<file path="src/design/entropy_sample_qualifier_pools_defines.svh">
// ----------------------------------------------------------------------------
// Entropy sample qualifier assertion macros
// Concurrent assertion wrappers, compiled away for synthesis.
// ----------------------------------------------------------------------------
`ifndef ENTROPY_SAMPLE_QUALIFIER_POOLS_DEFINES_SVH
`define ENTROPY_SAMPLE_QUALIFIER_POOLS_DEFINES_SVH
`ifndef SYNTHESIS
`define ESQP_ASSERT(lbl, clk, rstn, prop) \
  lbl: assert property (@(posedge clk) disable iff (!rstn) prop) \
    else $error("esqp assertion failed");
`define ESQP_ASSERT_NEXT(lbl, clk, rstn, ante, cons) \
  lbl: assert property (@(posedge clk) disable iff (!rstn) (ante) |=> (cons)) \
    else $error("esqp assertion failed");
`else
`define ESQP_ASSERT(lbl, clk, rstn, prop)
`define ESQP_ASSERT_NEXT(lbl, clk, rstn, ante, cons)
`endif
`endif

</file>
<file path="src/design/esqp_pkg.sv">
// ----------------------------------------------------------------------------
// Entropy sample qualifier package
// Shared constants, types and helper functions.
// ----------------------------------------------------------------------------
package esqp_pkg;

  localparam int NUM_SOURCES_DEF = 16;
  localparam int DERIV_ORDER_DEF = 16;
  localparam int POOL_COUNT_DEF  = 32;
  localparam int SAMPLE_BITS_DEF = 32;

  localparam int MIN_DIFF        = 2;
  localparam int THRESHOLD_RESET = 256;

  localparam int SRC_W      = 4;
  localparam int SMP_W      = 32;
  localparam int BYTES_W    = 16;
  localparam int THR_W      = 16;
  localparam int CREDIT_W   = 32;
  localparam int POOL_W     = 5;
  localparam int FOLD_W     = 6;
  localparam int IN_DATA_W  = 56;
  localparam int OUT_DATA_W = 48;
  localparam int CFG_ADDR_W = 3;
  localparam int CFG_DATA_W = 32;

  localparam logic OP_SAMPLE = 1'b0;
  localparam logic OP_CREDIT = 1'b1;

  // register index = paddr[msb]
  localparam logic REG_THRESHOLD = 1'b0;

  typedef struct packed {
    logic tok;
    logic low;
  } link_t;

  typedef struct packed {
    logic rd_en;
    logic wr_en;
    logic adv;
  } route_ctl_t;

  // 1 + trailing ones of the old counter == 1 + trailing zeros of counter + 1, capped at pools
  function automatic logic [FOLD_W-1:0] fold_count(input logic [CREDIT_W-1:0] cnt,
                                                   input int pools);
    int n;
    n = pools;
    for (int i = CREDIT_W - 1; i >= 1; i--) begin
      if (i < pools && !cnt[i-1]) begin
        n = i;
      end
    end
    return FOLD_W'(n);
  endfunction

endpackage

</file>
<file path="src/design/esqp_cell.sv">
// ----------------------------------------------------------------------------
// Difference cell
// Holds one difference stage's history for every source; takes the value
// from its left neighbor, stores it and passes on the absolute difference.
// ----------------------------------------------------------------------------
module esqp_cell #(
  parameter int NUM_SOURCES = esqp_pkg::NUM_SOURCES_DEF,
  parameter int VAL_W       = esqp_pkg::SAMPLE_BITS_DEF,
  parameter int IDX_W       = (NUM_SOURCES > 1) ? $clog2(NUM_SOURCES) : 1
) (
  input  logic                 clk,
  input  logic                 rst_n,
  input  logic                 rd_en,
  input  logic [IDX_W-1:0]     rd_idx,
  input  logic [IDX_W-1:0]     wr_idx,
  input  logic                 hist_valid,
  input  esqp_pkg::link_t      link_in,
  input  logic [VAL_W-1:0]     val_in,
  output esqp_pkg::link_t      link_out,
  output logic [VAL_W-1:0]     val_out
);
  import esqp_pkg::*;

  logic [VAL_W-1:0] mem [NUM_SOURCES];
  logic [VAL_W-1:0] hist_r;
  logic [VAL_W-1:0] hist;
  logic [VAL_W-1:0] diff;
  logic [VAL_W-1:0] val_r;
  logic             tok_r;
  logic             low_r;

  always_ff @(posedge clk) begin
    if (rd_en) begin
      hist_r <= mem[rd_idx];
    end
    if (link_in.tok) begin
      mem[wr_idx] <= val_in;
    end
  end

  always_comb begin
    hist = hist_valid ? hist_r : '0;
    diff = (val_in >= hist) ? (val_in - hist) : (hist - val_in);
  end

  always_ff @(posedge clk) begin
    if (!rst_n) begin
      tok_r <= 1'b0;
    end else begin
      tok_r <= link_in.tok;
    end
  end

  always_ff @(posedge clk) begin
    if (link_in.tok) begin
      val_r <= diff;
      low_r <= link_in.low | (diff < VAL_W'(MIN_DIFF));
    end
  end

  assign link_out.tok = tok_r;
  assign link_out.low = low_r;
  assign val_out      = val_r;

endmodule

</file>
<file path="config.mk">
export PLATFORM = sky130hd
export DESIGN_NAME = esqp_cell
export DESIGN_NICKNAME = d
export VERILOG_FILES = /design/src/design/entropy_sample_qualifier_pools_defines.svh /design/src/design/esqp_pkg.sv /design/src/design/esqp_cell.sv
export SDC_FILE = /design/constraint.sdc
export NUM_CORES = 1
export LEC_CHECK = 0
export BUFFER_PORTS_ARGS = -buffer_cell sky130_fd_sc_hd__buf_2
export CAP_MARGIN = 30
export CORE_ASPECT_RATIO = 0.8
export CORE_MARGIN = 3
export CORE_UTILIZATION = 55
export DETAILED_ROUTE_END_ITERATION = 6
export MAX_ROUTING_LAYER = met4
export PLACE_DENSITY = 0.79
export SYNTH_ARGS = -nofsm -noshare
export SYNTH_HDL_FRONTEND = slang
export SYNTH_SLANG_ARGS = --single-unit
</file>
<file path="constraint.sdc">
create_clock -name clk -period 3.9 [get_ports clk]
set_input_delay 0.195 -clock clk [delete_from_list [all_inputs] [get_ports clk]]
set_output_delay 0.195 -clock clk [all_outputs]
set_load 0.05 [all_outputs]
</file>
Word-level counts from Yosys, hierarchy flattened --
Memories as Yosys holds them, arrays and structs flattened. A register that Yosys moved wholly into a read port is not among the register bits. Cells that the tools add are included.
Word-level totals: memories kept 1, register bits 34, input port bits 46, RAM bits 512
Memories:
- mem | depth 16, width 32, rd ports 1, clocked after Yosys merged registers in 1, write ports 1, RTL line esqp_cell.sv:24 | logic [VAL_W-1:0] mem [NUM_SOURCES];
Cells by class: $lt $le $gt $ge 2, multiplexer cells 4, $add $sub $neg 2, bitwise gates (word level) 1
Operators with widths (count):
- $mux W32 | 2
- $sub A32 B32 Y32 | 2
- $ge A32 B32 Y1 | 1
- $lt A32 B2 Y1 const B | 1
- $mux W1 | 2
- $or A1 B1 Y1 | 1

Longest topological paths before layout --
Gate-level depths: netlist of run 1.
depth in word-level cells 5, gate-level depth with buffers 18, gate-level depth less buffers 15

Worst setup path before layout of run 1 --
Ideal clock, no wire load.
path type in2reg, start input hist_valid, end register low_r (data pin), arrival time 3.611 ns, slack 0.158 ns, stages 16, buffers on the path 2, data required time 3.769 ns, cell sequence clkbuf_1 > nand2_1 > inv_1 > ha_1 > buf_2 > a21oi_1 > o21ai_1 > a221oi_2 > o2111ai_4 > nor2_4 > mux2i_1 > xnor2_1 > or4_1 > or3_1 > nor4_2 > a31o_1
On the way: longest elaborated chain between the ends 5, elaborated cells on any way between the ends 7, classes of those cells 2 x add/sub; 2 x order compare; 2 x mux; 1 x bitwise
Ends and longest elaborated chain:
- from (decl) | RTL line esqp_cell.sv:16 | input logic hist_valid,
- $mux W32 (*) | RTL line esqp_cell.sv:42 | hist = hist_valid ? hist_r : '0;
- $sub A32 B32 Y32 / $ge A32 B32 Y1 (equally long branches) | RTL line esqp_cell.sv:43 | diff = (val_in >= hist) ? (val_in - hist) : (hist - val_in);
- $mux W32 (*) | RTL line esqp_cell.sv:43
- named net diff[3] | RTL line esqp_cell.sv:27 | logic [VAL_W-1:0] diff;
- $lt A32 B2 Y1 (*) | RTL line esqp_cell.sv:57 | low_r <= link_in.low | (diff < VAL_W'(MIN_DIFF));
- $or A1 B1 Y1 (*) | RTL line esqp_cell.sv:57
- to (signal assigned) | RTL line esqp_cell.sv:57
- to (decl) | RTL line esqp_cell.sv:30 | logic low_r;
Mark *: on every way through the listed nets, which the timed path passes. The rest lies on a longest branch. A chain may end at the register's enable or synchronous reset.

Final worst setup path of run 1 --
start register hist_r[2] (read register of mem), end register low_r (data pin)
On the way: longest elaborated chain between the ends 5, elaborated cells on any way between the ends 7, classes of those cells 2 x add/sub; 2 x order compare; 2 x mux; 1 x bitwise
Ends and longest elaborated chain:
- from (decl) | RTL line esqp_cell.sv:25 | logic [VAL_W-1:0] hist_r;
- $mux W32 (*) | RTL line esqp_cell.sv:42
- $sub A32 B32 Y32 / $ge A32 B32 Y1 (equally long branches) | RTL line esqp_cell.sv:43
- $mux W32 (*) | RTL line esqp_cell.sv:43
- named net diff[3] | RTL line esqp_cell.sv:27
- $lt A32 B2 Y1 (*) | RTL line esqp_cell.sv:57
- $or A1 B1 Y1 (*) | RTL line esqp_cell.sv:57
Marked as above.

==> results.json, run 1 <==
{
  "r2r-end": "low_r",
  "wl_per_cell_um": 28.6,
  "ys_ff_latch": 578,
  "grt_max_degree": 52,
  "initial_utilization": 0.560,
  "fin_util": 0.655,
  "top_layer": "met4",
  "cts_root_buffer": "clkbuf_16",
  "dpl_cell_area_um2": 27300,
  "relSlewSlack": 0.318,
  "finalNetCount": 1741,
  "r2r-start": "hist_r[2]",
  "finalSetupViolCount": 0,
  "layout_common_cells": "edfxtp_1 (577), mux4_2 (160), buf_4 (159)",
  "clock_latency_ns": 0.63,
  "synth_warnings": 0,
  "synth-edff-count": 577,
  "min_to": "mem[3][25]",
  "wl_um": 65300,
  "cp.arrival_ns": 4.27,
  "met3_length_um": 7580,
  "period_share": 0.968,
  "syn_area_um2": 25100,
  "grt-ovfl-total": 0,
  "p_per_area_nw_per_um2": 491,
  "clock_skew_ns": 0.0345,
  "timing.fmax_mhz": 265,
  "final_common_cell": "edfxtp_1",
  "grt_pass1_wl_um": 96600,
  "holdPathStages": 2,
  "crit_chain": "nand2_2, inv_1, ha_1, nor2b_2, o31a_1, o211ai_1, a21oi_2, nor2_4, buf_4, mux2i_1, xnor2_1, or4_4, or3_4, nor4_2, a31o_1",
  "n_fill_cell": 2993,
  "ios": 80,
  "die_h_um": 197,
  "yosysSeqAreaShare": 0.692,
  "p_leak_nw": 10.4,
  "crit_path_top_delay_cell": "edfxtp_1",
  "maxCapViolations": 0,
  "clockBufferDepth": 3,
  "start_kind": "flop",
  "vias": 14365,
  "syn_inst": 1392,
  "wl_met2_um": 29800,
  "htree_levels": 2,
  "fin_tns_setup_ns": 0,
  "first_iter_violations": 2020,
  "track_usage": 0.285,
  "numCtsBuffers": 54,
  "slowest_delay_ns": 0.46,
  "cts_tree": "built",
  "rows": 69,
  "min_period_ns": 3.77,
  "via_per_inst": 6.30,
  "ir_drop_mv": 0.371,
  "power_w": 0.0144,
  "cp_max_fo": 5,
  "design_area_um2": 29300,
  "drive_above_1_share": 0.313,
  "dp_hpwl_um": 41300,
  "critPathCaptureType": "flop",
  "min_from": "val_in[25]",
  "cp.required_ns": 4.39,
  "port_buffers": 79,
  "gp_congestion": 0.961,
  "regToRegSetupSlack_ns": 0.13,
  "min_path_type": "primary input to flop",
  "wl_met1_um": 26700,
  "grt_pass1_vias": 14556,
  "slew_viol_final": 0,
  "hold_viol": 0,
  "die_w_um": 245,
  "yosys_most_used_dff": "edfxtp_1",
  "clkTransAtPathRegs_ns": 0.08,
  "syn2layout_area_growth_pct": 17.0,
  "syn_avg_cell_area_um2": 18.0,
  "synth_nets": 1503,
  "hold_slack_ns": 0.0459,
  "tightest_slew_ns": 1.02,
  "dr.pass1.iters": 7,
  "core_region_area_um2": 44700,
  "status": "complete, no violations",
  "antenna_violating_nets_post_route": 0,
  "async_reset_ff_frac": 0,
  "r2r_cells": 15,
  "drc": 0,
  "cts_sinks": 578,
  "antenna_found_initial": 2,
  "synth.distinct_cells": 72,
  "die-area_um2": 48200,
  "crit_type": "flop to flop"
}
[cells by family (layout without fill, tap and decap cells)]
logic type / Yosys count / in the layout / synth area share
xor gates and xnor gates: 30 / 30 / 0.0105
muxes: 176 / 176 / 0.150
DFF: 578 / 578 / 0.692
AOI/OAI and AO/OA: 203 / 203 / 0.0540
other: 0 / 2 / 0
and+or+nand+nor: 195 / 195 / 0.0371
adders and majority gates: 65 / 65 / 0.0331
buffers and inverters: 145 / 429 / 0.0229
[state kept, by name, summed over array words and instances (netlist names)]
signal and count:
hist_r 32, low_r 1, mem 512, tok_r 1
val_out 32
[worst max-delay path, delay by kind of cell, from the launching register on]
kind	cells	cell delay [ns]
xor+xnor	1	0.12
compound gates	4	0.85
fa+ha+maj	1	0.30
mux	1	0.22
flops	1	0.46
simple gates	6	1.48
buf+inv	2	0.19
[cell usage after synthesis, types with 2 or more instances]
cell type    n  area share
or2_1        2     0.00050
xor2_1      14      0.0049
buf_2       17      0.0034
mux2i_1     16      0.0064
nand2b_1     6      0.0015
nand2_1     82       0.012
a31o_2       3      0.0010
o211ai_1     8      0.0024
a311o_1      2     0.00080
nor3_1      10      0.0020
o21a_1       6      0.0018
o311ai_0     2     0.00070
a21oi_1     64       0.013
o2111a_1     2     0.00090
a211oi_1     5      0.0015
clkbuf_1    40      0.0060
mux4_2     160        0.14
o21ai_0     31      0.0062
ha_1        63       0.031
nor4_1       4      0.0010
o41ai_1      2     0.00070
a21o_1      29      0.0087
nand4_1      7      0.0017
edfxtp_1   577        0.69
a31oi_1      7      0.0017
a21boi_0     2     0.00060
nand3b_1     4      0.0012
fa_1         2      0.0016
or3_1        4      0.0010
xnor2_1     16      0.0056
and3_1       2     0.00050
or2_2        2     0.00050
o221ai_1     2     0.00070
nand3_1      9      0.0018
inv_1       74       0.011
o31ai_1      3     0.00090
and2_1       3     0.00075
o21bai_1    11      0.0033
o31a_1       5      0.0017
nor2_1      46      0.0069
buf_1       12      0.0018
buf_4        2     0.00060
o21ai_1      2     0.00040
nor2b_1      4      0.0010
[routing by layer]
| metal | global-route usage | vias to the layer above |
|---|---|---|
| met4 | 0.0708 | 0 |
| met3 | 0.0635 | 101 |
| met5 | - | - |
| met2 | 0.415 | 841 |
| met1 | 0.418 | 7364 |
| li1 | - | 6059 |
[worst max path at each step]
stage,from,cells after the start,endpoint
after floorplan,hist_valid,16,low_r
after global placement,hist_valid,20,low_r
after detailed placement,hist_valid,20,low_r
after CTS,hist_r[29],15,low_r
after global routing,hist_r[0],16,low_r
final,hist_r[2],15,low_r
[area by class of cell]
type                       instances  area (um^2)  share of cell area
clock inverter                    37          368              0.0126
timing repair buffer             253         1830              0.0625
antenna                            2         5.00            0.000171
inverter                          74          278             0.00948
tap                              603          754              0.0257
multi-input combinational        669         7330               0.250
sequential                       578        17300               0.592
clock buffer                      65         1390              0.0475
[power breakdown]
part           switching (W)  total [W]  internal [W]
registers          0.0000668    0.00716       0.00709
clock network        0.00233    0.00524       0.00291
logic                0.00121    0.00200      0.000785
[repair_timing]
| item | in CTS | in global routing |
|---|---|---|
| hold buffers | 8 | 0 |
| buffers inserted | 0 | 5 |
| setup endpoints to repair | 1 | 1 |
| gates resized for setup | 0 | 20 |
| hold endpoints to repair | 77 | 0 |
| pin swaps | 1 | 12 |
[metrics by stage]
stage	setup slack, ns	instances
finish	0.125	2281
global route	-0.0173	2280
CTS	0.0219	2273
detailed placement	-0.112	2163
global placement	-0.125	2162
floorplan	0.158	1392
No activity file was read; power rests on OpenSTA's default activity.
==> run 2: changes to the inputs <==
--- a/config.mk
+++ b/config.mk
@@ -11,6 +11,7 @@
 export CORE_MARGIN = 3
 export CORE_UTILIZATION = 55
 export DETAILED_ROUTE_END_ITERATION = 6
+export GPL_TIMING_DRIVEN = 0
 export MAX_ROUTING_LAYER = met4
 export PLACE_DENSITY = 0.79
 export SYNTH_ARGS = -nofsm -noshare
==> run 2 against run 1 <==
  * The run now ends with setup timing left
  * Register-to-register slack got worse by 0.18 ns
  * Combinational power fell by 3%
  * Clock power fell by 3%
  * Via count rose by 1.5%
  * First-iteration DRC count rose by 10%
  * Maximum frequency fell by 4.6%
  * Routed wire length rose by 4.8%
  * Cell area rose by 0.34%
  * Clock-buffer cell count fell by 3
  * Die area did not move
  * Setup slack got worse by 0.18 ns
  * Global-route usage rose by 1.2 points
==> results.json, run 2 (synthesis gave the netlist of run 1 again) <==
{
  "power_w": 0.0142,
  "clockBufferDepth": 3,
  "clkTransAtPathRegs_ns": 0.06,
  "gp_congestion": 0.892,
  "initial_utilization": 0.560,
  "wl_per_cell_um": 30.4,
  "regMostFlops": "mem",
  "vias": 14579,
  "clock_skew_ns": 0.0471,
  "grt_pass1_vias": 14794,
  "timing.fmax_mhz": 253,
  "startpoint": "hist_r[0]",
  "holdPathStages": 1,
  "port_buffers": 76,
  "maxCapViolations": 0,
  "cts_root_buffer": "clkbuf_16",
  "cp_max_fo": 6,
  "cp.required_ns": 4.38,
  "slew_viol_final": 0,
  "p_per_area_nw_per_um2": 483,
  "period_share": 1.01,
  "numCtsBuffers": 52,
  "final_common_cell": "edfxtp_1",
  "dp_slack_ns": -1.06,
  "violations": "setup timing",
  "die_w_um": 245,
  "cp.arrival_ns": 4.44,
  "hold_viol": 0,
  "die_h_um": 197,
  "grt_pass1_wl_um": 99700,
  "rows": 69,
  "path_buf_inv": 1,
  "n_fill_cell": 2957,
  "crit_type": "flop to flop",
  "die-area_um2": 48200,
  "drc": 0,
  "core_region_area_um2": 44700,
  "cts_tree": "built",
  "htree_levels": 2,
  "syn2layout_area_growth_pct": 17.4,
  "dr.pass1.iters": 5,
  "multi_input_area_um2": 7560,
  "rsz0062_at_grt": "true",
  "tightest_slew_ns": 1.06,
  "p_leak_nw": 10.2,
  "crit_path_top_delay_cell": "or4_4",
  "cts_sinks": 578,
  "hold_slack_ns": 0.0254,
  "drive_above_1_share": 0.292,
  "track_usage": 0.297,
  "finalNetCount": 1713,
  "clock_latency_ns": 0.62,
  "cp_top_family": "simple AND/OR/NAND/NOR gates",
  "status": "finished with violations",
  "grt_max_degree": 39,
  "setup_slack_ns": -0.0576,
  "via_per_inst": 6.47,
  "wl_um": 68500,
  "r2r-end": "low_r",
  "finalSetupViolCount": 1,
  "min_to": "mem[15][9]",
  "first_iter_violations": 2225,
  "antenna_violating_nets_post_route": 0,
  "regArea_um2": 17300,
  "layout_common_cells": "edfxtp_1 (577), mux4_2 (160), nand2_1 (77)",
  "largest_register_ffs": 512,
  "min_from": "val_in[9]",
  "critPathCaptureType": "flop",
  "grt-ovfl-total": 0,
  "crit_chain": "nand2_2, inv_2, ha_4, fa_2, nor2b_2, o31a_1, o211ai_1, a21oi_4, nor2_4, mux2i_2, xor2_1, or4_4, or3_4, nor4_4, a31o_1",
  "ios": 80,
  "min_path_type": "primary input to flop",
  "min_period_ns": 3.96,
  "ir_drop_mv": 0.411,
  "dp_hpwl_um": 42900,
  "r2r-start": "hist_r[0]",
  "regToRegSetupSlack_ns": -0.06,
  "antenna_found_initial": 3,
  "slowest_delay_ns": 0.56,
  "r2r_cells": 15,
  "start_kind": "flop",
  "relSlewSlack": 0.292
}
## run 2: timing repair
action / CTS / global route
resized for setup: 38 / 61
hold buffers: 22 / 0
hold endpoints to repair: 280 / 0
setup endpoints to repair: 11 / 2
pin swaps: 13 / 17
buffers inserted: 17 / 9
## run 2: worst max-delay path by stage
stage	endpoint	slack, ns	cells after the start
after floorplan	low_r	0.16	16
after global placement	mem[0][28]	-2.61	3
after detailed placement	low_r	-1.06	19
after CTS	low_r	-0.04	15
after global routing	low_r	-0.17	16
final	low_r	-0.06	15
## run 2: layout make-up
type                       count  area share
inverter                      74     0.00945
multi-input combinational    669       0.257
sequential                   578       0.590
buffer                        61      0.0102
clock inverter                35      0.0113
antenna                        6    0.000511
tap                          603      0.0257
clock buffer                  62      0.0463
timing repair buffer         166      0.0498
## run 2: power breakdown
group	internal (W)	total, W	switching (W)	leakage [nW]
clock	0.00278	0.00510	0.00232	0.820
combinational	0.000720	0.00195	0.00123	4.11
sequential	0.00709	0.00716	0.0000723	5.27
total	0.0106	0.0142	0.00362	10.2
## run 2: metrics by stage
stage / utilization / TNS (ns) / cell area [um^2] / cells
2_1_floorplan: - / 0 / 25100 / 1392
3_3_place_gp: 0.586 / -568.77 / 26200 / 2071
3_5_place_dp: 0.600 / -6.41 / 26800 / 2107
4_1_cts: 0.648 / -0.0350 / 29000 / 2235
5_1_grt: 0.657 / -0.173 / 29400 / 2251
6_report: 0.658 / -0.0576 / 29400 / 2254
## run 2: routing by layer
layer	wire length [um]	vias up	track usage
li1	-	6000	-
met1	26200	7399	0.419
met5	0	-	-
met4	1920	0	0.0907
met2	32100	1028	0.445
met3	8280	152	0.0605
