<file path="src/design/entropy_sample_qualifier_pools_defines.svh">
// ----------------------------------------------------------------------------
// Entropy sample qualifier assertion macros
// Concurrent assertion wrappers, compiled away for synthesis.
// ----------------------------------------------------------------------------
`ifndef ENTROPY_SAMPLE_QUALIFIER_POOLS_DEFINES_SVH
`define ENTROPY_SAMPLE_QUALIFIER_POOLS_DEFINES_SVH
`ifndef SYNTHESIS
`define ESQP_ASSERT(lbl, clk, rstn, prop) \
  lbl: assert property (@(posedge clk) disable iff (!rstn) prop) \
    else $error("esqp assertion failed");
`define ESQP_ASSERT_NEXT(lbl, clk, rstn, ante, cons) \
  lbl: assert property (@(posedge clk) disable iff (!rstn) (ante) |=> (cons)) \
    else $error("esqp assertion failed");
`else
`define ESQP_ASSERT(lbl, clk, rstn, prop)
`define ESQP_ASSERT_NEXT(lbl, clk, rstn, ante, cons)
`endif
`endif

</file>
<file path="src/design/esqp_pkg.sv">
// ----------------------------------------------------------------------------
// Entropy sample qualifier package
// Shared constants, types and helper functions.
// ----------------------------------------------------------------------------
package esqp_pkg;

  localparam int NUM_SOURCES_DEF = 16;
  localparam int DERIV_ORDER_DEF = 16;
  localparam int POOL_COUNT_DEF  = 32;
  localparam int SAMPLE_BITS_DEF = 32;

  localparam int MIN_DIFF        = 2;
  localparam int THRESHOLD_RESET = 256;

  localparam int SRC_W      = 4;
  localparam int SMP_W      = 32;
  localparam int BYTES_W    = 16;
  localparam int THR_W      = 16;
  localparam int CREDIT_W   = 32;
  localparam int POOL_W     = 5;
  localparam int FOLD_W     = 6;
  localparam int IN_DATA_W  = 56;
  localparam int OUT_DATA_W = 48;
  localparam int CFG_ADDR_W = 3;
  localparam int CFG_DATA_W = 32;

  localparam logic OP_SAMPLE = 1'b0;
  localparam logic OP_CREDIT = 1'b1;

  // register index = paddr[msb]
  localparam logic REG_THRESHOLD = 1'b0;

  typedef struct packed {
    logic tok;
    logic low;
  } link_t;

  typedef struct packed {
    logic rd_en;
    logic wr_en;
    logic adv;
  } route_ctl_t;

  // 1 + trailing ones of the old counter == 1 + trailing zeros of counter + 1, capped at pools
  function automatic logic [FOLD_W-1:0] fold_count(input logic [CREDIT_W-1:0] cnt,
                                                   input int pools);
    int n;
    n = pools;
    for (int i = CREDIT_W - 1; i >= 1; i--) begin
      if (i < pools && !cnt[i-1]) begin
        n = i;
      end
    end
    return FOLD_W'(n);
  endfunction

endpackage

</file>
<file path="src/design/esqp_router.sv">
// ----------------------------------------------------------------------------
// Pool router
// Per-source round-robin pool pointer and per-source row valid bits.
// ----------------------------------------------------------------------------
module esqp_router #(
  parameter int NUM_SOURCES = esqp_pkg::NUM_SOURCES_DEF,
  parameter int POOL_COUNT  = esqp_pkg::POOL_COUNT_DEF,
  parameter int IDX_W       = (NUM_SOURCES > 1) ? $clog2(NUM_SOURCES) : 1,
  parameter int PIDX_W      = $clog2(POOL_COUNT)
) (
  input  logic                    clk,
  input  logic                    rst_n,
  input  esqp_pkg::route_ctl_t    ctl,
  input  logic [IDX_W-1:0]        rd_idx,
  input  logic [IDX_W-1:0]        wr_idx,
  output logic                    hist_valid,
  output logic [PIDX_W-1:0]       pool
);
  import esqp_pkg::*;

  logic [PIDX_W-1:0]      np_mem [NUM_SOURCES];
  logic [PIDX_W-1:0]      np_r;
  logic [PIDX_W-1:0]      np_wr;
  logic [NUM_SOURCES-1:0] valid_r;
  logic                   hv_r;

  always_ff @(posedge clk) begin
    if (ctl.rd_en) begin
      np_r <= np_mem[rd_idx];
    end
    if (ctl.wr_en) begin
      np_mem[wr_idx] <= np_wr;
    end
  end

  always_ff @(posedge clk) begin
    if (!rst_n) begin
      valid_r <= '0;
      hv_r    <= 1'b0;
    end else begin
      if (ctl.rd_en) begin
        hv_r <= valid_r[rd_idx];
      end
      if (ctl.wr_en) begin
        valid_r[wr_idx] <= 1'b1;
      end
    end
  end

  always_comb begin
    pool = hv_r ? np_r : '0;
    if (!ctl.adv) begin
      np_wr = pool;
    end else if (pool == PIDX_W'(POOL_COUNT - 1)) begin
      np_wr = '0;
    end else begin
      np_wr = pool + 1'b1;
    end
  end

  assign hist_valid = hv_r;

endmodule

</file>
<file path="config.mk">
export PLATFORM = sky130hd
export DESIGN_NAME = esqp_router
export DESIGN_NICKNAME = d
export VERILOG_FILES = /design/src/design/entropy_sample_qualifier_pools_defines.svh /design/src/design/esqp_pkg.sv /design/src/design/esqp_router.sv
export SDC_FILE = /design/constraint.sdc
export NUM_CORES = 1
export LEC_CHECK = 0
export BUFFER_PORTS_ARGS = -buffer_cell sky130_fd_sc_hd__buf_2
export CAP_MARGIN = 20
export CORE_AREA = 2 2 121 123
export CTS_CLUSTER_SIZE = 40
export DETAILED_ROUTE_END_ITERATION = 10
export DIE_AREA = 0 0 123 125
export PLACE_DENSITY = 0.51
export SLEW_MARGIN = 25
export SYNTH_ARGS = -nofsm -noshare
export SYNTH_HDL_FRONTEND = slang
export SYNTH_SLANG_ARGS = --single-unit
</file>
<file path="constraint.sdc">
create_clock -name clk -period 6.1 [get_ports clk]
set_input_delay 1.22 -clock clk [delete_from_list [all_inputs] [get_ports clk]]
set_output_delay 1.22 -clock clk [all_outputs]
set_load 0.02 [all_outputs]
</file>
Word level (Yosys, flattened, before mapping):

Memory sizes are Yosys's and may differ from the RTL's. A register that Yosys moved wholly into a read port is not among the register bits.
Index checks and enable logic that the tools add are counted.

* bits in registers: 17
* bits in latches: 0
* memory bits (writable): 80
* ROM bits: 0
* output and inout bits: 6
* memories: 1

* add/subtract/negate cells: 1
* $mul: 0
* div/mod/pow operators: 0
* magnitude comparators: 3
* equality and inequality tests: 1
* shift-type cells: 0
* mux-type cells: 9
* bitwise logic cells: 1
* reduce and logical (&&, ||, !) cells: 1

Memories
* np_mem: depth 16, bits a word 5, rd ports 1, clocked after memory_dff 1, wr ports 1, line esqp_router.sv:21 `logic [PIDX_W-1:0] np_mem [NUM_SOURCES];`

Operator list (number)
* $or A16 B16 Y16: 1
* $mux W5: 3
* $lt A4 B5 Y1 const B: 2
* $add A5 B1 Y5 const B: 1
* $eq A5 B5 Y1 const B: 1
* $bmux W1 S4: 1
* $demux W1 S4: 1
* $ge A4 B1 Y1 const B: 1
* $mux W1: 4
* $logic_and A1 B1 Y1: 1

Logic depth before layout (Yosys ltp):

Gate-level depths: netlist (run 1).

* depth in word-level cells: 5
* gate-level depth with buffers: 7
* gate-level depth less buffers: 7

Worst setup path after synthesis (run 1):

No wires, ideal clock.

* path type: input -> register
* from: input port rd_idx[1]
* to: register np_r[2] (read register of np_mem), data pin
* arrival: 2.457 ns
* path slack: 3.371 ns
* stages: 4
* path buffers: 2
* path through: buf_2 > buf_1 > mux4_2 > mux4_2

RTL lines
* from (decl): line esqp_router.sv:14 `input logic [IDX_W-1:0] rd_idx,`
* to (decl): line esqp_router.sv:22 `logic [PIDX_W-1:0] np_r;`

==> metrics.txt, run 1 <==
drt first pass iters 4; starting DRC count in detailed routing 184; Die Y 125 um; Die Width 123 um; Avg Vias per Cell 4.77; layout cells sized above 1 0.220; Root Buffer clkbuf_16; crit path buf inv count 1; Top Family by Delay on Critical Path multiplexers; antenna-violating nets left 0; largest net degree at the start of global routing 27; post-synth top area share 0.620; Setup TNS 0 ps; Bufs on Longest Clock Path 2; synth-to-layout area growth 14.0%; biggest area consumer among synthesized cells edfxtp_1; Mapped Nets 230; Critical Path Sink Type flop; FF+latch area 0.00289 mm^2; Boundary Pins 19; CTS buffer count 9; max-slew violation count 0; critical path cell sequence buf_2 -> mux4_1 -> mux4_2; Min Clock Period, post-route 2840 ps; Worst Skew 9.49 ps; final hold violations 0; ant diodes 0; WHS Path Cells 1; Slew HR 0.413; CTS tree built; worst min path class reg -> reg; register bit count reported by yosys 102; Total GRT Usage 0.124; final WL 8.85 mm; Final Util 0.330; initial antenna violation count 0; RSZ-0062 raised after global routing no; max_cap viols 0; Pleak 1.59 nW; Slowest cell on crit path mux4_1; outcome finished clean; f_max 352 MHz; Post-Syn Area per Cell 19.1 um^2; startpoint type of the worst setup path primary input; H-tree depth 3; clock sink count 102; CP Depth 3; postcts setup bufs 0; Avg WL per Cell 20.8 um; peak supply drop 0.134 mV; GRT Residual Overflow 0; Setup Viol. Count Final 0; R2R depth 7; yosys warns 0; Syn Inst Count 215; Setup Crit Path Kind in -> reg; PostCTS Resize Cnt 0; Filler cells 1381; global-route wire length before repair 13.2 mm; Worst-Skew Late Latency 340 ps; hold buffer count at cts 0; Largest stage delay, worst path 690 ps; crit-path max FO 23; row count 44; vias in the first global route 2098; DP Wirelength 5.86 mm; Core ar. 0.0142 mm^2; crit share post-route 0.465; Worst Tran Pin Value 877 ps; critical path arrival 2910 ps; vias after detailed routing 2029; top post-synthesis cells by area edfxtp_1 62%, mux4_1 8.9%, dfxtp_1 8.3%, mux4_2 7.1%, o21a_1 3.1%; Synth cell types 33; gp weighted congestion 0.684; Seq/Total Area, Yosys 0.703; # nets final 251; drc violations 0; Critical Path RT 6170 ps; clock-pin slew on the worst setup and hold paths 60 ps; # port buffers 18; mapped cell area 0.00412 mm^2; multi-input logic area 0.00116 mm^2; Initial Utilization 0.290; Min Hold Slack 462 ps; pwr/cell area 303 mW/mm^2; area of the die 0.0154 mm^2
flip-flops by register name, indices dropped and copies added (netlist names):
| name | count |
|---|---|
| np_mem | 80 |
| hist_valid | 1 |
| valid_r | 16 |
| np_r | 5 |
worst paths after layout:
kind	startpoint	to	slack (ps)
setup / recovery	rd_idx[0]	np_r[4]	3260
hold / removal	valid_r[3]	valid_r[3]	460
hold reg to reg	valid_r[3]	valid_r[3]	460
setup reg to reg	hist_valid	np_mem[2][3]	3720
synth_stat cells, drive strengths merged:
master,count
edfxtp,85
mux4,27
dfxtp,17
o21a,17
nor2,14
buf,9
and2,4
mux2i,4
nand2,4
nand3,4
nor3,4
a32oi,2
and3,2
clkbuf,2
ha,2
inv,2
mux2,2
nand2b,2
nand3b,2
nor2b,2
a211oi,1
a21oi,1
a221oi,1
o211ai,1
o21ai,1
o22ai,1
or3b,1
xor2,1
cell families (layout without fill, tap and decap cells):
logic type / Yosys count / after routing / share of synthesized area
compound gates: 25 / 25 / 0.0450
fa+ha+maj: 2 / 2 / 0.00608
buf+inv: 13 / 39 / 0.0213
xor+xnor: 1 / 1 / 0.00213
flops: 102 / 102 / 0.703
simple gates: 39 / 39 / 0.0471
mux: 33 / 33 / 0.176
through the flow:
stage	std cells	instance area [um^2]	power, W	setup slack [ps]
floorplan	215	4120	0.000841	3370
global placement	408	4370	0.000865	2870
detailed placement	409	4380	0.000867	2860
CTS	425	4680	0.00144	3220
global route	425	4690	0.00147	3180
finish	425	4690	0.00142	3260
metal layers:
layer	part of all wire	GRT usage	wire [um]
met4	0.023	0.0521	200
met1	0.43	0.161	3830
met2	0.50	0.197	4410
met3	0.047	0.0297	414
met5	0	0	0
cells in the final DEF, fill, tap and decap left out, types with 2 or more instances in the layout:
cell,synthesis,final
clkbuf_16,0,9
dfxtp_1,17,17
mux2i_1,4,4
edfxtp_1,85,85
buf_4,0,2
nand3_1,4,4
inv_1,2,2
o21a_1,17,17
a32oi_1,2,2
nand3b_1,2,2
and3_1,2,2
ha_1,2,2
and2_1,4,4
nand2_1,4,4
nor3_1,4,2
buf_2,3,19
clkbuf_1,2,3
nand2b_1,2,2
nor2_1,14,14
nor3_2,0,2
mux4_2,13,13
mux4_1,14,14
mux2_2,2,2
area by class of cell:
class,count,share of cell area
Multi-Input combinational cell,100,0.246
Sequential cell,102,0.617
Timing Repair Buffer,21,0.0235
Clock inverter,3,0.00934
Clock buffer,13,0.0533
Tap cell,184,0.0491
Inverter,2,0.00160
report_power, final:
part | internal [W] | switching, W
sequential | 0.000768 | 0.00000571
combinational | 0.0000309 | 0.0000451
clock | 0.000331 | 0.000239
total | 0.00113 | 0.000290
(Power assumes the default switching activity.)
==> run 2, diff against run 1 <==
==> constraint.sdc (replaced) <==
create_clock -name clk -period 3 [get_ports clk]
set_input_delay 0.6 -clock clk [delete_from_list [all_inputs] [get_ports clk]]
set_output_delay 0.6 -clock clk [all_outputs]
set_load 0.02 [all_outputs]
==> run 2 against run 1 <==
Non-clock buffer count rose by 11. Hold slack better by 0.52 ps. Total power up 110%. Register-to-register slack got worse by 3000 ps. Sequential share of layout area shrank 1.5 points. Sequential power is 100% higher. First-iteration DRC count down 17%. Largest power group unchanged. Via count grew 1.9%.
==> metrics.txt, run 2 (same netlist as run 1, synthesis figures left out) <==
Initial Utilization 0.290 (unchanged); Hold Crit Endpoint valid_r[7]; row count 44 (unchanged); Avg WL per Cell 20.3 um (-2.7%); initial antenna violation count 0 (unchanged); WHS Path Cells 1 (unchanged); largest net degree at the start of global routing 24 (-11%); H-tree depth 3 (unchanged); Worst Tran Pin Value 848 ps (-29.2 ps); startpoint type of the worst setup path flop; hold buffer count at cts 0 (unchanged); Setup Crit Path Kind reg -> reg; Pleak 1.66 nW (+4.1%); max_cap viols 0 (unchanged); starting DRC count in detailed routing 152 (-17%); max-slew violation count 0 (unchanged); multi-input logic area 0.00114 mm^2 (-0.97%); PostCTS Resize Cnt 0 (unchanged); Worst-Skew Late Latency 340 ps (about the same); postcts setup bufs 0 (unchanged); FF+latch area 0.00289 mm^2 (unchanged); drt first pass iters 4 (unchanged); GRT Residual Overflow 0 (unchanged); clock-pin slew on the worst setup and hold paths 70 ps (about the same); global routing's busiest layer met2; global-route wire length before repair 13.1 mm (-0.62%); drc violations 0 (unchanged); Boundary Pins 19 (unchanged); commonest non-fill, non-tap cell in the layout edfxtp_1; Die Y 125 um (unchanged); reg-to-reg critical path endpoint np_mem[1][3]; CTS buffer count 9 (unchanged); worst r2r src np_r[1]; crit share post-route 0.746; commonest cells after routing, fill and taps aside 85 x edfxtp_1, 18 x buf_2, 17 x o21a_1, 17 x dfxtp_1; clock sink count 102 (unchanged); RSZ-0062 raised after global routing no; pwr/cell area 622 mW/mm^2 (+110%); Setup Viol. Count Final 0 (unchanged); min-delay src valid_r[7]; M1 GR Usage 0.158 (-0.00372); vias in the first global route 2137 (+1.9%); critical path arrival 2300 ps (-610 ps); antenna-violating nets left 0 (unchanged); Reg2Reg Setup Slack 760 ps (-2960 ps); Top reg by flops np_mem; Slew HR 0.433 (+0.0195); CTS tree built; outcome finished clean; Critical Path RT 3060 ps (-3110 ps); worst min path class reg -> reg; DP Wirelength 6.01 mm (+2.5%); Filler cells 1388 (+0.51%); Critical Path Sink Type flop; GR Util met2 0.198 (+0.00130); max FFs per register 80 (unchanged); Design Area, Final 0.00480 mm^2 (+2.4%); Avg Vias per Cell 4.74 (-0.65%); f_max 447 MHz; Post-DP Area 0.00448 mm^2 (+2.3%); vias after detailed routing 2068 (+1.9%); # port buffers 18 (unchanged); Core ar. 0.0142 mm^2 (unchanged); synth-to-layout area growth 16.7%; final hold violations 0 (unchanged); Setup TNS 0 ps (unchanged); Worst Skew 4.96 ps (-4.53 ps); final WL 8.84 mm (-0.14%); layout cells sized above 1 0.254 (+0.0341); Total GRT Usage 0.121 (-0.00212); Die Width 123 um (unchanged); Bufs on Longest Clock Path 2 (unchanged); post-route setup slack 762 ps (-2500 ps); Regs by FF count np_mem x80, valid_r x16, np_r x5; crit-path max FO 16 (-30%); Min Clock Period, post-route 2240 ps; ant diodes 0 (unchanged); Root Buffer clkbuf_16; met3 GRT Util 0.0237 (-0.00593); R2R depth 7 (unchanged); Design Power 0.00299 W (+110%); area of the die 0.0154 mm^2 (unchanged); peak supply drop 0.285 mV (+110%); Min Hold Slack 463 ps (+0.517 ps); gp weighted congestion 0.737 (+7.8%); # nets final 262 (+4.4%); pre-CTS setup slack 378 ps (-2480 ps)
## run 2: per-layer routing
layer | wire, um | up-vias
li1 | - | 944
met1 | 3780 | 1055
met2 | 4410 | 52
met3 | 413 | 17
met4 | 235 | 0
met5 | 0 | -
## run 2: worst max-delay path: stages, from the launching register on
cell and delay, ps:
edfxtp_1 380, and2_1 190, ha_1 230, and3_1 170, ha_1 210, o21ai_0 170
a32oi_1 90, nor2b_2 520
## run 2: layout make-up
class / count / share of cell area
timing repair buffer: 32 / 0.0432
sequential: 102 / 0.602
multi-input combinational: 100 / 0.238
tap: 184 / 0.0479
inverter: 2 / 0.00156
clock inverter: 6 / 0.0193
clock buffer: 10 / 0.0477
## run 2: per-stage QoR
step	utilization	instances
after floorplan	-	215
after global placement	0.315	420
after detailed placement	0.315	420
after CTS	0.338	436
after global routing	0.338	436
final	0.338	436
## run 2: worst max-delay path by stage
stage | end | cells past startpoint | start | slack (ps)
floorplan | np_mem[0][3] | 7 | hist_valid | 800
global placement | np_mem[9][3] | 7 | np_r[1] | 480
detailed placement | np_mem[3][3] | 7 | np_r[0] | 380
CTS | np_mem[13][3] | 7 | np_r[0] | 360
global route | np_mem[3][3] | 7 | np_r[0] | 570
finish | np_mem[1][3] | 7 | np_r[1] | 760
## run 2: power by group
part | internal (W) | total (W) | switching [W]
logic | 0.0000710 | 0.000171 | 0.0000999
registers | 0.00156 | 0.00157 | 0.00000820
clock network | 0.000737 | 0.00125 | 0.000509
==> run 3, diff against run 2 <==
--- a/config.mk
+++ b/config.mk
@@ -5,13 +5,14 @@
 export SDC_FILE = /design/constraint.sdc
 export NUM_CORES = 1
 export LEC_CHECK = 0
+export ABC_AREA = 1
 export BUFFER_PORTS_ARGS = -buffer_cell sky130_fd_sc_hd__buf_2
 export CAP_MARGIN = 20
-export CORE_AREA = 2 2 121 123
+export CORE_AREA = 2 2 122 124
 export CTS_CLUSTER_SIZE = 40
 export DETAILED_ROUTE_END_ITERATION = 10
-export DIE_AREA = 0 0 123 125
-export PLACE_DENSITY = 0.51
+export DIE_AREA = 0 0 124 126
+export PLACE_DENSITY = 0.53
 export SLEW_MARGIN = 25
 export SYNTH_ARGS = -nofsm -noshare
 export SYNTH_HDL_FRONTEND = slang
==> constraint.sdc (replaced) <==
create_clock -name clk -period 2 [get_ports clk]
set_input_delay 0.4 -clock clk [delete_from_list [all_inputs] [get_ports clk]]
set_output_delay 0.4 -clock clk [all_outputs]
set_load 0.02 [all_outputs]
==> run 3 against run 2 <==
Via count is 40% higher. Sequential power is 50% higher. Die area is 1.6% higher. Clock-buffer cell count is 1 lower. Register-to-register slack worse by 550 ps. Combinational power is 96% higher. Final cell count is 42% higher. Synthesized area is 2.1% higher. Wire length is 9.9% higher. Largest cell class unchanged.
==> metrics.txt, run 3 <==
layout cells sized above 1 0.166 (-0.0881); crit-path max FO 14 (-2); row count 44 (unchanged); Mapped Nets 400 (+74%); Design Power 0.00434 W (+45%); startpoint type of the worst setup path flop; Seq/Total Area, Yosys 0.688 (-0.0146); Setup Viol. Count Final 0 (unchanged); # port buffers 18 (unchanged); Synth cell types 24 (-27%); max-slew violation count 0 (unchanged); clock sink count 102 (unchanged); Worst-Skew Late Latency 340 ps (about the same); Post-Syn Area per Cell 10.9 um^2 (-43%); post-synth top area share 0.607 (-0.0129); top post-synthesis cells by count 107 x nor2_1, 85 x edfxtp_1, 38 x o21ai_0, 37 x nand2_1, 25 x nand3_1; Min Clock Period, post-route 1780 ps (-453 ps); Worst Tran Pin Value 691 ps (-157 ps); CTS buffer count 9 (unchanged); ant diodes 0 (unchanged); top post-synthesis cells by area edfxtp_1 61%, nor2_1 9.6%, dfxtp_1 8.1%, o21ai_0 4.5%, o211ai_1 3.4%; final WL 9.71 mm (+9.9%); hold buffer count at cts 0 (unchanged); Avg WL per Cell 15.7 um (-22%); GR Util met2 0.193 (-0.00529); max_cap viols 0 (unchanged); RSZ-0062 raised after global routing no; post-route setup slack 215 ps (-547 ps); Post-synth EDFFs 85 (unchanged); Filler cells 1457 (+5.0%); pre-CTS setup slack -322 ps (-700 ps); Die Y 126 um (+0.80%); Total GRT Usage 0.131 (+0.00955); crit share post-route 0.892 (+0.146); max FFs per register 80 (unchanged); synth-to-layout area growth 19.7%; most common cell in the netlist nor2_1; global routing's busiest layer met1; GRT Residual Overflow 0 (unchanged); Critical Path Sink Type flop; Root Buffer clkbuf_16; DP Wirelength 6.17 mm (+2.6%); global-route wire length before repair 15.1 mm (+15%); Top reg by flops np_mem; Post-Layout Cell Count 618 (+42%); clock-pin slew on the worst setup and hold paths 70 ps (about the same); starting DRC count in detailed routing 216 (+42%); peak supply drop 0.427 mV (+50%); Critical Path RT 2090 ps (-970 ps); largest net degree at the start of global routing 33 (+38%); Boundary Pins 19 (unchanged); Core ar. 0.0143 mm^2 (+0.78%); Initial Utilization 0.294 (+0.00389); drt first pass iters 5 (+1); Min Hold Slack 294 ps (-169 ps); Slowest cell on crit path dfxtp_2; mapped cell area 0.00420 mm^2 (+2.1%); area of the die 0.0156 mm^2 (+1.6%); placed cells 600 (+43%); Regs by FF count np_mem x80, valid_r x16, np_r x5; Die Width 124 um (+0.81%); antenna-violating nets left 0 (unchanged); crit path buf inv count 3 (+3); ys async rst share 0 (unchanged); register bit count reported by yosys 102 (unchanged); Largest stage delay, worst path 350 ps (-170 ps); pwr/cell area 863 mW/mm^2 (+39%); H-tree depth 3 (unchanged); Setup Crit Path Kind reg -> reg; met3 GRT Util 0.0222 (-0.00153); M1 GR Usage 0.198 (+0.0408); leading register cell type out of synthesis edfxtp_1; CTS tree built; Bufs on Longest Clock Path 2 (unchanged); yosys warns 0 (unchanged); Slew HR 0.539 (+0.107); biggest area consumer among synthesized cells edfxtp_1; critical path arrival 1880 ps (-420 ps); f_max 560 MHz (+25%); Worst Skew 4.72 ps (-0.236 ps); outcome finished clean; Top Family by Delay on Critical Path flip-flops; vias after detailed routing 2900 (+40%); gp weighted congestion 0.767 (+4.1%); Pleak 1.85 nW (+12%); vias in the first global route 2697 (+26%); commonest non-fill, non-tap cell in the layout nor2_1; Syn Inst Count 385 (+79%); Avg Vias per Cell 4.69 (-1.1%); # nets final 444 (+69%); worst min path class in -> reg; initial antenna violation count 0 (unchanged); drc violations 0 (unchanged); final hold violations 0 (unchanged); critical path cell sequence nand2_1 -> inv_1 -> ha_1 -> inv_1 -> nor3_1 -> ha_1 -> nand2_1 -> o21ai_1 -> a21oi_4 -> buf_12; commonest cells after routing, fill and taps aside 107 x nor2_1, 85 x edfxtp_1, 37 x nand2_1
## run 3: cell types whose count changed after synthesis, moves of 6 or more
cell and change:
o21ai_1 +6, mux4_1 -14, nor2_1 +93, nand2_1 +33, inv_1 +18, o211ai_1 +18, mux4_2 -13, nand3_1 +21
o21a_1 -15, o21ai_0 +37
## run 3: routing by layer
metal	share of wire	vias up
met5	0	-
met3	0.053	12
met1	0.48	1379
met4	0.014	0
met2	0.46	84
li1	-	1425
## run 3: worst paths after layout
| check | to | startpoint | depth (start not counted) | slack [ps] |
|---|---|---|---|---|
| max | np_mem[11][3] | hist_valid | 10 | 220 |
| min | valid_r[0] | rst_n | 2 | 290 |
| max reg2reg | np_mem[11][3] | hist_valid | 10 | 220 |
| min reg2reg | valid_r[9] | valid_r[9] | 2 | 470 |
## run 3: cells by family (layout without fill, tap and decap cells)
family / Yosys count / count (layout) / synth area share
compound gates: 68 / 68 / 0.0946
buf+inv: 39 / 88 / 0.0458
flops: 102 / 102 / 0.688
fa+ha+maj: 2 / 2 / 0.00595
simple gates: 173 / 173 / 0.163
xor+xnor: 1 / 1 / 0.00208
## run 3: cell type report
type	count	area (um^2)	share of cell area
timing repair buffer	50	380	0.0756
clock buffer	9	225	0.0448
sequential	102	2890	0.575
tap	184	230	0.0458
inverter	22	82.6	0.0164
clock inverter	7	58.8	0.0117
multi-input combinational	244	1160	0.231
## run 3: repair_timing
action | CTS | global route
pin swaps | 0 | 0
gates resized for setup | 3 | 3
setup buffers | 0 | 2
endpoints found under the setup margin | 48 | 48
## run 3: stage by stage
stage                     instance area [um^2]   util  TNS (ps)
after floorplan                           4210      -         0
after global placement                    4670  0.326     -3880
after detailed placement                  4670  0.326     -7870
after CTS                                 4970  0.347         0
after global routing                      5030  0.351         0
final                                     5030  0.351         0
## run 3: report_power, final
group	switching (W)	internal, W	leakage (nW)
combinational	0.000225	0.000111	0.789
sequential	0.0000111	0.00235	0.925
clock	0.000785	0.000862	0.140
total	0.00102	0.00332	1.85
